===== config.mk =====
export PLATFORM = sky130hd
export DESIGN_NAME = array_priority_queue_top_flat
export DESIGN_NICKNAME = d
export VERILOG_FILES = /design/src/apq_pkg.sv /design/src/apq_in_if.sv /design/src/apq_out_if.sv /design/src/array_priority_queue_top.sv /design/src/apq_ram.sv /design/src/apq_best.sv /design/src/flat_wrapper.sv
export SDC_FILE = /design/constraint.sdc
export NUM_CORES = 1
export LEC_CHECK = 0
export ABC_AREA = 1
export BUFFER_PORTS_ARGS = -buffer_cell sky130_fd_sc_hd__buf_2
export CORE_MARGIN = 2
export CORE_UTILIZATION = 45
export DETAILED_ROUTE_END_ITERATION = 6
export SLEW_MARGIN = 20
export SYNTH_ARGS = -nofsm -noshare
export SYNTH_HDL_FRONTEND = slang
export SYNTH_SLANG_ARGS = --single-unit

===== constraint.sdc =====
create_clock -name clk -period 10.3 [get_ports clk]
set_input_delay 1.03 -clock clk [delete_from_list [all_inputs] [get_ports clk]]
set_output_delay 1.03 -clock clk [all_outputs]
set_load 0.01 [all_outputs]

===== src/apq_pkg.sv =====
`timescale 1ns / 1ps
`default_nettype none

package apq_pkg;

    localparam int SLOTS_DEF     = 16;
    localparam int PRIO_BITS_DEF = 8;
    localparam int DATA_BITS_DEF = 32;

    localparam logic CMD_INSERT = 1'b0;
    localparam logic CMD_REMOVE = 1'b1;

    typedef enum logic [1:0] {
        ST_OK    = 2'd0,
        ST_FULL  = 2'd1,
        ST_EMPTY = 2'd2
    } status_t;

    // control from the sequencer to the compare unit
    typedef struct packed {
        logic en;
        logic first;
    } best_ctl_t;

endpackage

`default_nettype wire


===== src/apq_in_if.sv =====
`timescale 1ns / 1ps
`default_nettype none

interface apq_in_if
    import apq_pkg::*;
#(
    parameter int PRIO_BITS = PRIO_BITS_DEF,
    parameter int DATA_BITS = DATA_BITS_DEF
);
    logic                        valid;
    logic                        ready;
    logic                        cmd;
    logic [PRIO_BITS-1:0]        priority_req;
    logic signed [DATA_BITS-1:0] payload;

    modport source (output valid, output cmd, output priority_req, output payload,
                    input ready);
    modport sink (input valid, input cmd, input priority_req, input payload,
                  output ready);
    modport monitor (input valid, input ready, input cmd, input priority_req,
                     input payload);
endinterface

`default_nettype wire


===== src/apq_out_if.sv =====
`timescale 1ns / 1ps
`default_nettype none

interface apq_out_if
    import apq_pkg::*;
#(
    parameter int PRIO_BITS = PRIO_BITS_DEF,
    parameter int DATA_BITS = DATA_BITS_DEF,
    parameter int FILL_BITS = $clog2(SLOTS_DEF + 1)
);
    logic                        valid;
    logic                        ready;
    logic [1:0]                  status;
    logic [PRIO_BITS-1:0]        out_priority;
    logic signed [DATA_BITS-1:0] out_payload;
    logic [FILL_BITS-1:0]        fill_level;

    modport source (output valid, output status, output out_priority,
                    output out_payload, output fill_level, input ready);
    modport sink (input valid, input status, input out_priority,
                  input out_payload, input fill_level, output ready);
    modport monitor (input valid, input ready, input status, input out_priority,
                     input out_payload, input fill_level);
endinterface

`default_nettype wire


===== src/array_priority_queue_top.sv =====
`timescale 1ns / 1ps
`default_nettype none

// Priority queue of SLOTS entries held in one RAM in arrival order (slot 0 oldest).
// Insert, insert-when-full and remove-when-empty return their result in the cycle after
// the transaction. A remove reads the held entries one per cycle from the RAM into a
// single comparator, sets up the move, moves each entry younger than the winner down
// one slot through the same read port, and then loads the result. The slowest remove
// is a full store with the winner at slot 0; a loaded result then waits until the
// sink takes it.
// The input is not ready while a remove is in progress or while a result waits for
// the sink. Result status: ok, full (insert dropped) or empty; fill_level is the
// count held after the operation.
module array_priority_queue_top
    import apq_pkg::*;
#(
    parameter int SLOTS     = SLOTS_DEF,
    parameter int PRIO_BITS = PRIO_BITS_DEF,
    parameter int DATA_BITS = DATA_BITS_DEF
) (
    input wire logic  clk,
    input wire logic  rst_n,
    apq_in_if.sink    in_ch,
    apq_out_if.source out_ch
);

    localparam int IW = $clog2(SLOTS);
    localparam int CW = $clog2(SLOTS + 1);
    localparam int EW = PRIO_BITS + DATA_BITS;

    typedef enum logic [2:0] {
        S_IDLE,
        S_SCAN,
        S_SETUP,
        S_SHIFT,
        S_FINISH
    } state_t;

    state_t               state_reg, state_next;
    logic [CW-1:0]        count_reg, count_next;
    logic [CW-1:0]        issue_reg, issue_next;
    logic [IW-1:0]        pend_idx_reg, pend_idx_next;
    logic                 pend_vld_reg, pend_vld_next;
    logic                 out_vld_reg, out_vld_next;
    status_t              out_status_reg, out_status_next;
    logic [PRIO_BITS-1:0] out_prio_reg, out_prio_next;
    logic [DATA_BITS-1:0] out_data_reg, out_data_next;
    logic [CW-1:0]        out_fill_reg, out_fill_next;

    logic                 ram_we;
    logic [IW-1:0]        ram_waddr;
    logic [EW-1:0]        ram_wdata;
    logic                 ram_re;
    logic [IW-1:0]        ram_raddr;
    logic [EW-1:0]        ram_rdata;

    best_ctl_t            best_ctl;
    logic [PRIO_BITS-1:0] best_prio;
    logic [DATA_BITS-1:0] best_data;
    logic [IW-1:0]        best_idx;

    logic                 in_fire;
    logic                 out_free;
    logic                 last_pend;
    logic [CW-1:0]        shift_start;

    apq_ram #(
        .WIDTH(EW),
        .DEPTH(SLOTS)
    ) u_ram (
        .clk  (clk),
        .we   (ram_we),
        .waddr(ram_waddr),
        .wdata(ram_wdata),
        .re   (ram_re),
        .raddr(ram_raddr),
        .rdata(ram_rdata)
    );

    apq_best #(
        .PRIO_BITS(PRIO_BITS),
        .DATA_BITS(DATA_BITS),
        .IDX_BITS (IW)
    ) u_best (
        .clk      (clk),
        .ctl      (best_ctl),
        .cand_prio(ram_rdata[EW-1:DATA_BITS]),
        .cand_data(ram_rdata[DATA_BITS-1:0]),
        .cand_idx (pend_idx_reg),
        .best_prio(best_prio),
        .best_data(best_data),
        .best_idx (best_idx)
    );

    assign out_free     = !out_vld_reg || out_ch.ready;
    assign in_ch.ready  = (state_reg == S_IDLE) && out_free;
    assign in_fire      = in_ch.valid && in_ch.ready;
    assign last_pend    = pend_vld_reg && (CW'(pend_idx_reg) == count_reg - CW'(1));
    assign shift_start  = CW'(best_idx) + CW'(1);

    assign best_ctl.en    = (state_reg == S_SCAN) && pend_vld_reg;
    assign best_ctl.first = (pend_idx_reg == '0);

    assign out_ch.valid        = out_vld_reg;
    assign out_ch.status       = out_status_reg;
    assign out_ch.out_priority = out_prio_reg;
    assign out_ch.out_payload  = out_data_reg;
    assign out_ch.fill_level   = out_fill_reg;

    always_comb
    begin
        state_next      = state_reg;
        count_next      = count_reg;
        issue_next      = issue_reg;
        pend_idx_next   = pend_idx_reg;
        pend_vld_next   = pend_vld_reg;
        out_vld_next    = out_vld_reg;
        out_status_next = out_status_reg;
        out_prio_next   = out_prio_reg;
        out_data_next   = out_data_reg;
        out_fill_next   = out_fill_reg;
        ram_we          = 1'b0;
        ram_waddr       = '0;
        ram_wdata       = {in_ch.priority_req, in_ch.payload};
        ram_re          = 1'b0;
        ram_raddr       = issue_reg[IW-1:0];

        if (out_vld_reg && out_ch.ready)
        begin
            out_vld_next = 1'b0;
        end

        unique case (state_reg)
            S_IDLE:
            begin
                if (in_fire)
                begin
                    out_prio_next = '0;
                    out_data_next = '0;
                    if (in_ch.cmd == CMD_INSERT)
                    begin
                        out_vld_next = 1'b1;
                        if (count_reg == CW'(SLOTS))
                        begin
                            out_status_next = ST_FULL;
                            out_fill_next   = count_reg;
                        end
                        else
                        begin
                            ram_we          = 1'b1;
                            ram_waddr       = count_reg[IW-1:0];
                            count_next      = count_reg + CW'(1);
                            out_status_next = ST_OK;
                            out_fill_next   = count_reg + CW'(1);
                        end
                    end
                    else if (count_reg == '0)
                    begin
                        out_vld_next    = 1'b1;
                        out_status_next = ST_EMPTY;
                        out_fill_next   = '0;
                    end
                    else
                    begin
                        issue_next    = '0;
                        pend_vld_next = 1'b0;
                        state_next    = S_SCAN;
                    end
                end
            end

            S_SCAN:
            begin
                // read slot issue_reg now, compare it next cycle
                pend_vld_next = 1'b0;
                if (issue_reg < count_reg)
                begin
                    ram_re        = 1'b1;
                    issue_next    = issue_reg + CW'(1);
                    pend_vld_next = 1'b1;
                    pend_idx_next = issue_reg[IW-1:0];
                end
                if (last_pend)
                begin
                    state_next = S_SETUP;
                end
            end

            S_SETUP:
            begin
                issue_next    = shift_start;
                pend_vld_next = 1'b0;
                if (shift_start >= count_reg)
                begin
                    state_next = S_FINISH;
                end
                else
                begin
                    state_next = S_SHIFT;
                end
            end

            S_SHIFT:
            begin
                // read slot j, write it to slot j-1 next cycle
                pend_vld_next = 1'b0;
                if (issue_reg < count_reg)
                begin
                    ram_re        = 1'b1;
                    issue_next    = issue_reg + CW'(1);
                    pend_vld_next = 1'b1;
                    pend_idx_next = issue_reg[IW-1:0];
                end
                if (pend_vld_reg)
                begin
                    ram_we    = 1'b1;
                    ram_waddr = pend_idx_reg - IW'(1);
                    ram_wdata = ram_rdata;
                end
                if (last_pend)
                begin
                    state_next = S_FINISH;
                end
            end

            S_FINISH:
            begin
                if (out_free)
                begin
                    out_vld_next    = 1'b1;
                    out_status_next = ST_OK;
                    out_prio_next   = best_prio;
                    out_data_next   = best_data;
                    out_fill_next   = count_reg - CW'(1);
                    count_next      = count_reg - CW'(1);
                    state_next      = S_IDLE;
                end
            end

            default:
            begin
                state_next = S_IDLE;
            end
        endcase
    end

    always_ff @(posedge clk or negedge rst_n)
    begin
        if (!rst_n)
        begin
            state_reg      <= S_IDLE;
            count_reg      <= '0;
            issue_reg      <= '0;
            pend_idx_reg   <= '0;
            pend_vld_reg   <= 1'b0;
            out_vld_reg    <= 1'b0;
            out_status_reg <= ST_OK;
            out_prio_reg   <= '0;
            out_data_reg   <= '0;
            out_fill_reg   <= '0;
        end
        else
        begin
            state_reg      <= state_next;
            count_reg      <= count_next;
            issue_reg      <= issue_next;
            pend_idx_reg   <= pend_idx_next;
            pend_vld_reg   <= pend_vld_next;
            out_vld_reg    <= out_vld_next;
            out_status_reg <= out_status_next;
            out_prio_reg   <= out_prio_next;
            out_data_reg   <= out_data_next;
            out_fill_reg   <= out_fill_next;
        end
    end

endmodule

`default_nettype wire


===== src/apq_ram.sv =====
`timescale 1ns / 1ps
`default_nettype none

module apq_ram #(
    parameter int WIDTH = 8,
    parameter int DEPTH = 16
) (
    input  wire logic                     clk,
    input  wire logic                     we,
    input  wire logic [$clog2(DEPTH)-1:0] waddr,
    input  wire logic [WIDTH-1:0]         wdata,
    input  wire logic                     re,
    input  wire logic [$clog2(DEPTH)-1:0] raddr,
    output      logic [WIDTH-1:0]         rdata
);

    logic [WIDTH-1:0] mem [DEPTH];

    always_ff @(posedge clk)
    begin
        if (we)
        begin
            mem[waddr] <= wdata;
        end
        if (re)
        begin
            rdata <= mem[raddr];
        end
    end

endmodule

`default_nettype wire


===== src/apq_best.sv =====
`timescale 1ns / 1ps
`default_nettype none

// Running maximum over the scanned entries; strict compare keeps the oldest on ties.
module apq_best
    import apq_pkg::*;
#(
    parameter int PRIO_BITS = PRIO_BITS_DEF,
    parameter int DATA_BITS = DATA_BITS_DEF,
    parameter int IDX_BITS  = $clog2(SLOTS_DEF)
) (
    input  wire logic                 clk,
    input  wire best_ctl_t            ctl,
    input  wire logic [PRIO_BITS-1:0] cand_prio,
    input  wire logic [DATA_BITS-1:0] cand_data,
    input  wire logic [IDX_BITS-1:0]  cand_idx,
    output      logic [PRIO_BITS-1:0] best_prio,
    output      logic [DATA_BITS-1:0] best_data,
    output      logic [IDX_BITS-1:0]  best_idx
);

    logic take;

    assign take = ctl.en && (ctl.first || (cand_prio > best_prio));

    always_ff @(posedge clk)
    begin
        if (take)
        begin
            best_prio <= cand_prio;
            best_data <= cand_data;
            best_idx  <= cand_idx;
        end
    end

endmodule

`default_nettype wire


===== src/flat_wrapper.sv =====
// flat-port wrapper written by rule: the top's interface ports become plain ports
module array_priority_queue_top_flat import apq_pkg::*;
#(
    parameter int SLOTS     = SLOTS_DEF,
    parameter int PRIO_BITS = PRIO_BITS_DEF,
    parameter int DATA_BITS = DATA_BITS_DEF
)
  (clk, rst_n, in_ch_valid, in_ch_cmd, in_ch_priority_req, in_ch_payload, in_ch_ready, out_ch_valid, out_ch_status, out_ch_out_priority, out_ch_out_payload, out_ch_fill_level, out_ch_ready);
  apq_in_if #(.PRIO_BITS(PRIO_BITS), .DATA_BITS(DATA_BITS)) in_ch_i ();
  apq_out_if #(.PRIO_BITS(PRIO_BITS), .DATA_BITS(DATA_BITS)) out_ch_i ();
  input wire logic clk;
  input wire logic rst_n;
  input wire logic [$bits(in_ch_i.valid)-1:0] in_ch_valid;
  input wire logic [$bits(in_ch_i.cmd)-1:0] in_ch_cmd;
  input wire logic [$bits(in_ch_i.priority_req)-1:0] in_ch_priority_req;
  input wire logic [$bits(in_ch_i.payload)-1:0] in_ch_payload;
  output wire logic [$bits(in_ch_i.ready)-1:0] in_ch_ready;
  output wire logic [$bits(out_ch_i.valid)-1:0] out_ch_valid;
  output wire logic [$bits(out_ch_i.status)-1:0] out_ch_status;
  output wire logic [$bits(out_ch_i.out_priority)-1:0] out_ch_out_priority;
  output wire logic [$bits(out_ch_i.out_payload)-1:0] out_ch_out_payload;
  output wire logic [$bits(out_ch_i.fill_level)-1:0] out_ch_fill_level;
  input wire logic [$bits(out_ch_i.ready)-1:0] out_ch_ready;
  assign in_ch_i.valid = in_ch_valid;
  assign in_ch_i.cmd = in_ch_cmd;
  assign in_ch_i.priority_req = in_ch_priority_req;
  assign in_ch_i.payload = in_ch_payload;
  assign in_ch_ready = in_ch_i.ready;
  assign out_ch_valid = out_ch_i.valid;
  assign out_ch_status = out_ch_i.status;
  assign out_ch_out_priority = out_ch_i.out_priority;
  assign out_ch_out_payload = out_ch_i.out_payload;
  assign out_ch_fill_level = out_ch_i.fill_level;
  assign out_ch_i.ready = out_ch_ready;
  array_priority_queue_top #(.SLOTS(SLOTS), .PRIO_BITS(PRIO_BITS), .DATA_BITS(DATA_BITS)) u_core (.clk(clk), .rst_n(rst_n), .in_ch(in_ch_i), .out_ch(out_ch_i));
endmodule

Word level (Yosys, flattened, before mapping)
Memory sizes are Yosys's and may differ from the RTL's. A register that Yosys moved wholly into a read port is not among the register bits.
Cells that the tools add are included.
{ "word_totals": {"elab_cells": 119, "mem_bits_rw": 640, "input_bits": 45, "mem_count": 1, "regBits": 110} }
{ "mem_list": {"columns": ["memory", "depth", "word_bits", "rd", "rd_ports_with_merged_regs", "write_ports", "line", "rtl"], "rows": [
  ["u_core.u_ram.mem", 16, 40, 1, 1, 1, "apq_ram.sv:17", "logic [WIDTH-1:0] mem [DEPTH];"]
]} }
{ "op_classes": {"mux": 60, "n_reduce_logical": 22, "add_sub_neg": 5, "n_eq_ne": 15, "order_cmp": 3} }
{ "op_table": {"columns": ["op", "n"], "rows": [
  ["2-to-1 mux 40 bit", 2],
  ["2-to-1 mux 32 bit", 2],
  ["one-hot mux 32 bit (2 select lines)", 1],
  ["2-to-1 mux 5 bit", 11],
  ["2-to-1 mux 3 bit", 7],
  ["one-hot mux 5 bit (2 select lines)", 2],
  ["2-to-1 mux 1 bit", 17],
  ["2-to-1 mux 4 bit", 4],
  ["2-to-1 mux 8 bit", 2],
  ["one-hot mux 8 bit (2 select lines)", 1],
  ["one-hot mux 3 bit (5 select lines)", 1],
  ["one-hot mux 5 bit (3 select lines)", 1],
  ["AND reduction 4 bit", 3],
  ["adder 5 x 1 -> 5 bit, second input constant", 2],
  ["inequality test 2 x 1 -> 1 bit, second input constant", 5],
  ["> comparator 8 bit", 1],
  ["2-to-1 mux 2 bit", 4],
  ["one-hot mux 4 bit (2 select lines)", 1],
  ["== test 3 x 2 -> 1 bit, second input constant", 2],
  ["logical AND 1 bit", 6],
  ["inequality test 2 bit, second input constant", 3],
  ["AND reduction 6 bit", 1],
  ["adder 4 x 1 -> 5 bit, second input constant", 1],
  ["== test 4 x 5 -> 1 bit", 1],
  ["other kinds (22)", 24]
]} }

Logic depth before layout (Yosys ltp)
{ "logic_depth": {"depth_word": 8, "mapped_depth": 12} }

Hierarchy
A second synthesis with hierarchy kept.
{ "unflattened": {"hier_cells": 3210, "hier_area_um2": 34316.7} }
{ "by_module_without_submodules": {"columns": ["module", "area_each_um2", "cells_per_inst", "n_inst"], "rows": [
  ["apq_ram", 28718.8, 2643, 1],
  ["array_priority_queue_top", 4042.6, 484, 1],
  ["apq_best", 1555.2, 83, 1]
]} }

Least setup slack after synthesis
Ideal clock, no wire load.
{ "synth_path": {"path_kind": "input to register", "start": "input out_ch_ready", "end": "memory u_core.u_ram.mem[0][0] (netlist name), enable pin", "path_stages": 7, "arrival_ns": 3.591, "slack_ns": 6.272, "n_path_buf": 0, "t_required_ns": 9.863, "cell_sequence": "nor2_2 nor2_2 nand2_1 nor2_1 a22oi_1 nand2_1 nor2_1"} }
{ "synth_between": {"elab_chain_len": 7, "word_cells_on_any_way": 9} }
{ "synth_lines": {"columns": ["item", "line", "rtl"], "rows": [
  ["start, declared", "flat_wrapper.sv:23", "input wire logic [$bits(out_ch_i.ready)-1:0] out_ch_ready;"],
  ["logical OR 1 bit *", "array_priority_queue_top.sv:95", "assign out_free = !out_vld_reg || out_ch.ready;"],
  ["logical AND 1 bit *", "array_priority_queue_top.sv:96", "assign in_ch.ready = (state_reg == S_IDLE) && out_free;"],
  ["net in_ch_ready", "flat_wrapper.sv:17", "output wire logic [$bits(in_ch_i.ready)-1:0] in_ch_ready;"],
  ["logical AND 1 bit *", "array_priority_queue_top.sv:97", "assign in_fire = in_ch.valid && in_ch.ready;"],
  ["2-to-1 mux 1 bit", "array_priority_queue_top.sv:136", "if (in_fire)"],
  ["one-hot mux 1 bit (2 select lines)", "array_priority_queue_top.sv:133", "unique case (state_reg)"],
  ["2-to-1 mux 1 bit", "apq_ram.sv:21", "if (we)"],
  ["2-to-1 mux 1 bit (implied by the code)", "apq_ram.sv:23", "mem[waddr] <= wdata;"],
  ["end, declared", "apq_ram.sv:17", null]
]} }
Mark *: on every way through the listed nets, which the timed path passes. The rest lies on a longest branch.

Worst setup path after layout
{ "layout_path": {"start": "register u_core.state_reg[2]", "end": "memory u_core.u_ram.mem[1][4] (netlist name), enable pin"} }
{ "layout_between": {"elab_chain_len": 7, "word_cells_on_any_way": 10} }
{ "layout_lines": {"columns": ["item", "line", "rtl"], "rows": [
  ["start, declared", "array_priority_queue_top.sv:39", "state_t state_reg, state_next;"],
  ["start signal, assigned", "array_priority_queue_top.sv:264", "state_reg <= state_next;"],
  ["zero test 3 bit", "array_priority_queue_top.sv:96, array_priority_queue_top.sv:133", null],
  ["logical AND 1 bit", "array_priority_queue_top.sv:96", null],
  ["logical AND 1 bit", "array_priority_queue_top.sv:97", null],
  ["2-to-1 mux 1 bit", "array_priority_queue_top.sv:136", null],
  ["one-hot mux 1 bit (2 select lines)", "array_priority_queue_top.sv:133", null],
  ["2-to-1 mux 1 bit", "apq_ram.sv:21", null],
  ["2-to-1 mux 1 bit (implied by the code)", "apq_ram.sv:23", null]
]} }
Several ways; a longest one is shown, not always the timed one.

==> summary.md <==
* 0.06 ns — clock transition at the registers of the reported paths
* 4.19 ns — final critical path time including I/O delays and setup
* 239 MHz — fmax
* flip-flop — Critical Path Start Type
* 0 ns — Setup TNS
* complete, no violations — run status
* 18.0% — Max-Slew Margin vs Limit
* 255 uV — Max rail drop VDD
* 0 — yosys warns
* 0.0355 mm2 — Final Instance Area
* 1.23 ns — Worst Tran Pin Value
* sky130_fd_sc_hd__edfxtp_1 — most instantiated flip-flop cell in the synthesis netlist
* 19473 — via count of the first global-routing pass
* u_core.state_reg[2] — Critical R2R Launch
* 97 — Row Count
* 45 — crit-path max FO
* 6.17 ns — post-placement worst setup slack
* 0 — max cap viols
* 2583 — syn nets
* 44.7% — sequential group share of total power
* 0.828 — final weighted congestion in routability-driven placement
* 0 — Final Hold Vio Count
* 0 — total DRC errors in the routed layout
* 0 — post_cts resized
* 0.62 ns — clock insertion delay at the later pin of the skew report
* 42200 um — Final HPWL DP
* sky130_fd_sc_hd__clkbuf_16 — CTS Root Cell
* u_core.u_ram.mem[1][4] — Worst setup endpoint
* 0 — max-slew violation count
* 217 — pin count of the biggest net entering global routing
* 0.0697 mm2 — Floorplan Core Area
* 291 mW/mm2 — power density over the cells
* 121000 um — wire length of the first global-routing pass
* 94 — number of top-level design ports
* 12.4 nW — LEAKAGE
* 10 — cells on worst reg2reg path
* 6.11 ns — worst setup slack for register-to-register paths
* 4.45 ns — endpoint arrival time on the critical path
* 22.2% — gr usage total
* yes — TritonCTS clock tree
* 1879 — violation count after the first detailed-routing iteration
* u_core.u_ram.mem[1][4] — Reg2Reg Capture Point
* 6.11 ns — post-route setup slack
* 35.2% — net switching share of the total power
* 45.3% — Initial Util
* u_core.u_ram.mem — Largest Register
* 5.65 — Vias/cell
* flip-flop to flip-flop — worst setup path category
* 790 — clock sink count
* 724 — number of enable flip-flop cells after synthesis
* 22.5 um — wire length per cell
* flip-flop — Critical Path Sink Type
* 28.1% — combinational share of power
* 12.5% — area added between synthesis and finish
* u_core.u_ram.mem: 640 flops, u_core.u_ram.rdata: 40 flops — biggest registers after layout
* 10.9% — share of layout cells above drive strength 1
* 6.69 mW — Internal Power
* 68.9% — fraction of post-synthesis cell area in the top cell type by area
* 51.0% — Post-Route Utilization
* 269 um — vertical die dimension
* sky130_fd_sc_hd__edfxtp_1 (69%), sky130_fd_sc_hd__nand2_1 (7.4%), sky130_fd_sc_hd__dfrtp_1 (5.2%) — Area contributors post-synth
* 3 — number of buffers on the longest clock path
* 0.0722 mm2 — area enclosed by the die boundary
* no — RSZ-0062 raised after global routing
* 6 — first-pass iteration count of the detailed router
* 44 — Synth cell types
* 27.2% — clock group share of total power
* 5993 — fillcell total
* 80500 um — total wire length after detailed routing
* 93 — port bufs
* 269 um — Die Wd
* u_core.state_reg[2] — CP Launch Point
* 2650 — Nets
* 40.6% — part of the cycle the worst path needs
* 20264 — routed vias
* 3 — H-tree depth
* 0 — Final Setup Violations
* 2514 — synthesized instance count
* 12.5 um2 — average cell area after synthesis
* 74.2% — sequential share of the synthesized area
* 0.0330 mm2 — placed standard-cell area
* 0.0315 mm2 — Mapped Area
* 0 — initial antenna violation count
* 0 — hold bufs inserted after CTS
* 10.56 ns — Worst Path Required
* 3.63 mW — Sw Pwr
* 790 — register bit total from synthesis
* 10.3 mW — final total power
* 0.0213 ns — final setup skew
* sky130_fd_sc_hd__edfxtp_1 — cell taking the most area after synthesis
* 8.35% — proportion of register bits with asynchronous set or reset after synthesis
* 640 — max FFs per register
* 0 — total gr overflow
* input pin to asynchronous set/reset pin — min-delay worst type
* 81 — CTS buffer count
* 0 — antenna fix cells
* 0 — Setup Fix Bufs, Post-CTS
* 0 — DRT antenna net count
==> final cells by class <==
type / instances / area [um2] / area share (%)
repair buffers: 129 / 763 / 2.15
inverters: 84 / 323 / 0.909
multi-input cells: 1495 / 7340 / 20.7
clock inverters: 34 / 303 / 0.853
clock buffers: 112 / 2180 / 6.15
well taps: 940 / 1180 / 3.31
flip-flops and latches: 790 / 23400 / 65.9
==> power by group through the flow <==
stage / logic [mW] / registers (mW) / clock network [mW]
final: 2.90 / 4.61 / 2.81
after floorplan: 1.89 / 4.58 / 0
after detailed placement: 2.88 / 4.67 / 0
after CTS: 2.89 / 4.61 / 2.85
after global placement: 2.83 / 4.67 / 0
after global routing: 3.19 / 4.65 / 2.97
==> cells in the mapped netlist, types with 36 or more instances <==
| cell type | number |
|---|---|
| sky130_fd_sc_hd__o21ai_0 | 257 |
| sky130_fd_sc_hd__o22ai_1 | 54 |
| sky130_fd_sc_hd__clkbuf_1 | 69 |
| sky130_fd_sc_hd__buf_2 | 62 |
| sky130_fd_sc_hd__edfxtp_1 | 724 |
| sky130_fd_sc_hd__a311oi_1 | 36 |
| sky130_fd_sc_hd__nand2_1 | 621 |
| sky130_fd_sc_hd__nand3_1 | 75 |
| sky130_fd_sc_hd__nor2_1 | 233 |
| sky130_fd_sc_hd__a21oi_1 | 59 |
| sky130_fd_sc_hd__inv_1 | 78 |
| sky130_fd_sc_hd__dfrtp_1 | 66 |
==> worst max-delay path: stages (launching register included) <==
cell and delay, ns:
sky130_fd_sc_hd__dfrtp_1 0.47, sky130_fd_sc_hd__nor2_4 0.26, sky130_fd_sc_hd__nand3_2 0.08, sky130_fd_sc_hd__buf_4 0.33, sky130_fd_sc_hd__inv_2 0.10, sky130_fd_sc_hd__buf_4 0.57, sky130_fd_sc_hd__a22oi_1 0.30, sky130_fd_sc_hd__inv_1 0.15
sky130_fd_sc_hd__nand2_1 0.23, sky130_fd_sc_hd__nor2_4 0.73, sky130_fd_sc_hd__buf_4 0.51
==> placed cells by master, fill, tap and decap left out, types with 29 or more instances in the layout <==
| cell type | synthesis | final |
|---|---|---|
| sky130_fd_sc_hd__a311oi_1 | 36 | 36 |
| sky130_fd_sc_hd__buf_2 | 62 | 92 |
| sky130_fd_sc_hd__clkbuf_16 | 0 | 82 |
| sky130_fd_sc_hd__inv_1 | 78 | 77 |
| sky130_fd_sc_hd__o22ai_1 | 54 | 54 |
| sky130_fd_sc_hd__a21oi_1 | 59 | 58 |
| sky130_fd_sc_hd__o221ai_1 | 29 | 29 |
| sky130_fd_sc_hd__edfxtp_1 | 724 | 724 |
| sky130_fd_sc_hd__buf_4 | 7 | 35 |
| sky130_fd_sc_hd__nor2_1 | 233 | 216 |
| sky130_fd_sc_hd__dfrtp_1 | 66 | 62 |
| sky130_fd_sc_hd__nand3_1 | 75 | 75 |
| sky130_fd_sc_hd__o21ai_0 | 257 | 257 |
| sky130_fd_sc_hd__nand2_1 | 621 | 621 |
==> how the worst min path moves through the flow <==
stage                                       from                       endpoint
after global routing                       rst_n  u_core.out_ch.out_payload[31]
after CTS                                  rst_n  u_core.out_ch.out_payload[31]
after detailed placement  u_core.u_ram.rdata[26]    u_core.u_best.best_data[26]
after floorplan           u_core.u_ram.rdata[32]     u_core.u_best.best_prio[0]
final                                      rst_n  u_core.out_ch.out_payload[31]
after global placement    u_core.u_ram.rdata[25]    u_core.u_best.best_data[25]
==> layer usage <==
layer,GRT usage (%),wire length [um],share of wire (%),vias to the layer above
li1,-,-,-,9179
met1,32.2,36000,45,10126
met2,35.5,37400,46,841
met3,2.88,5380,6.7,118
met4,6.32,1670,2.1,0
met5,0,0,0,-
==> cell families (layout without fill, tap and decap cells) <==
kind of cell	count (synthesis)	after routing	synth area share, %
AND/OR/NAND/NOR	968	968	12.2
flip-flops	790	790	74.2
AO/OA/AOI/OAI	497	497	9.43
buffers and inverters	229	359	3.06
adder cells (fa/ha/maj)	24	24	0.952
XOR/XNOR	6	6	0.167
==> stage by stage <==
| stage | instances | hold slack (ns) |
|---|---|---|
| after global placement | 3438 | 0.443 |
| after global routing | 3584 | 0.327 |
| after floorplan | 2514 | 0.426 |
| after CTS | 3584 | 0.296 |
| final | 3584 | 0.304 |
| after detailed placement | 3438 | 0.443 |
Note: power is estimated with default switching activity, not from simulation.
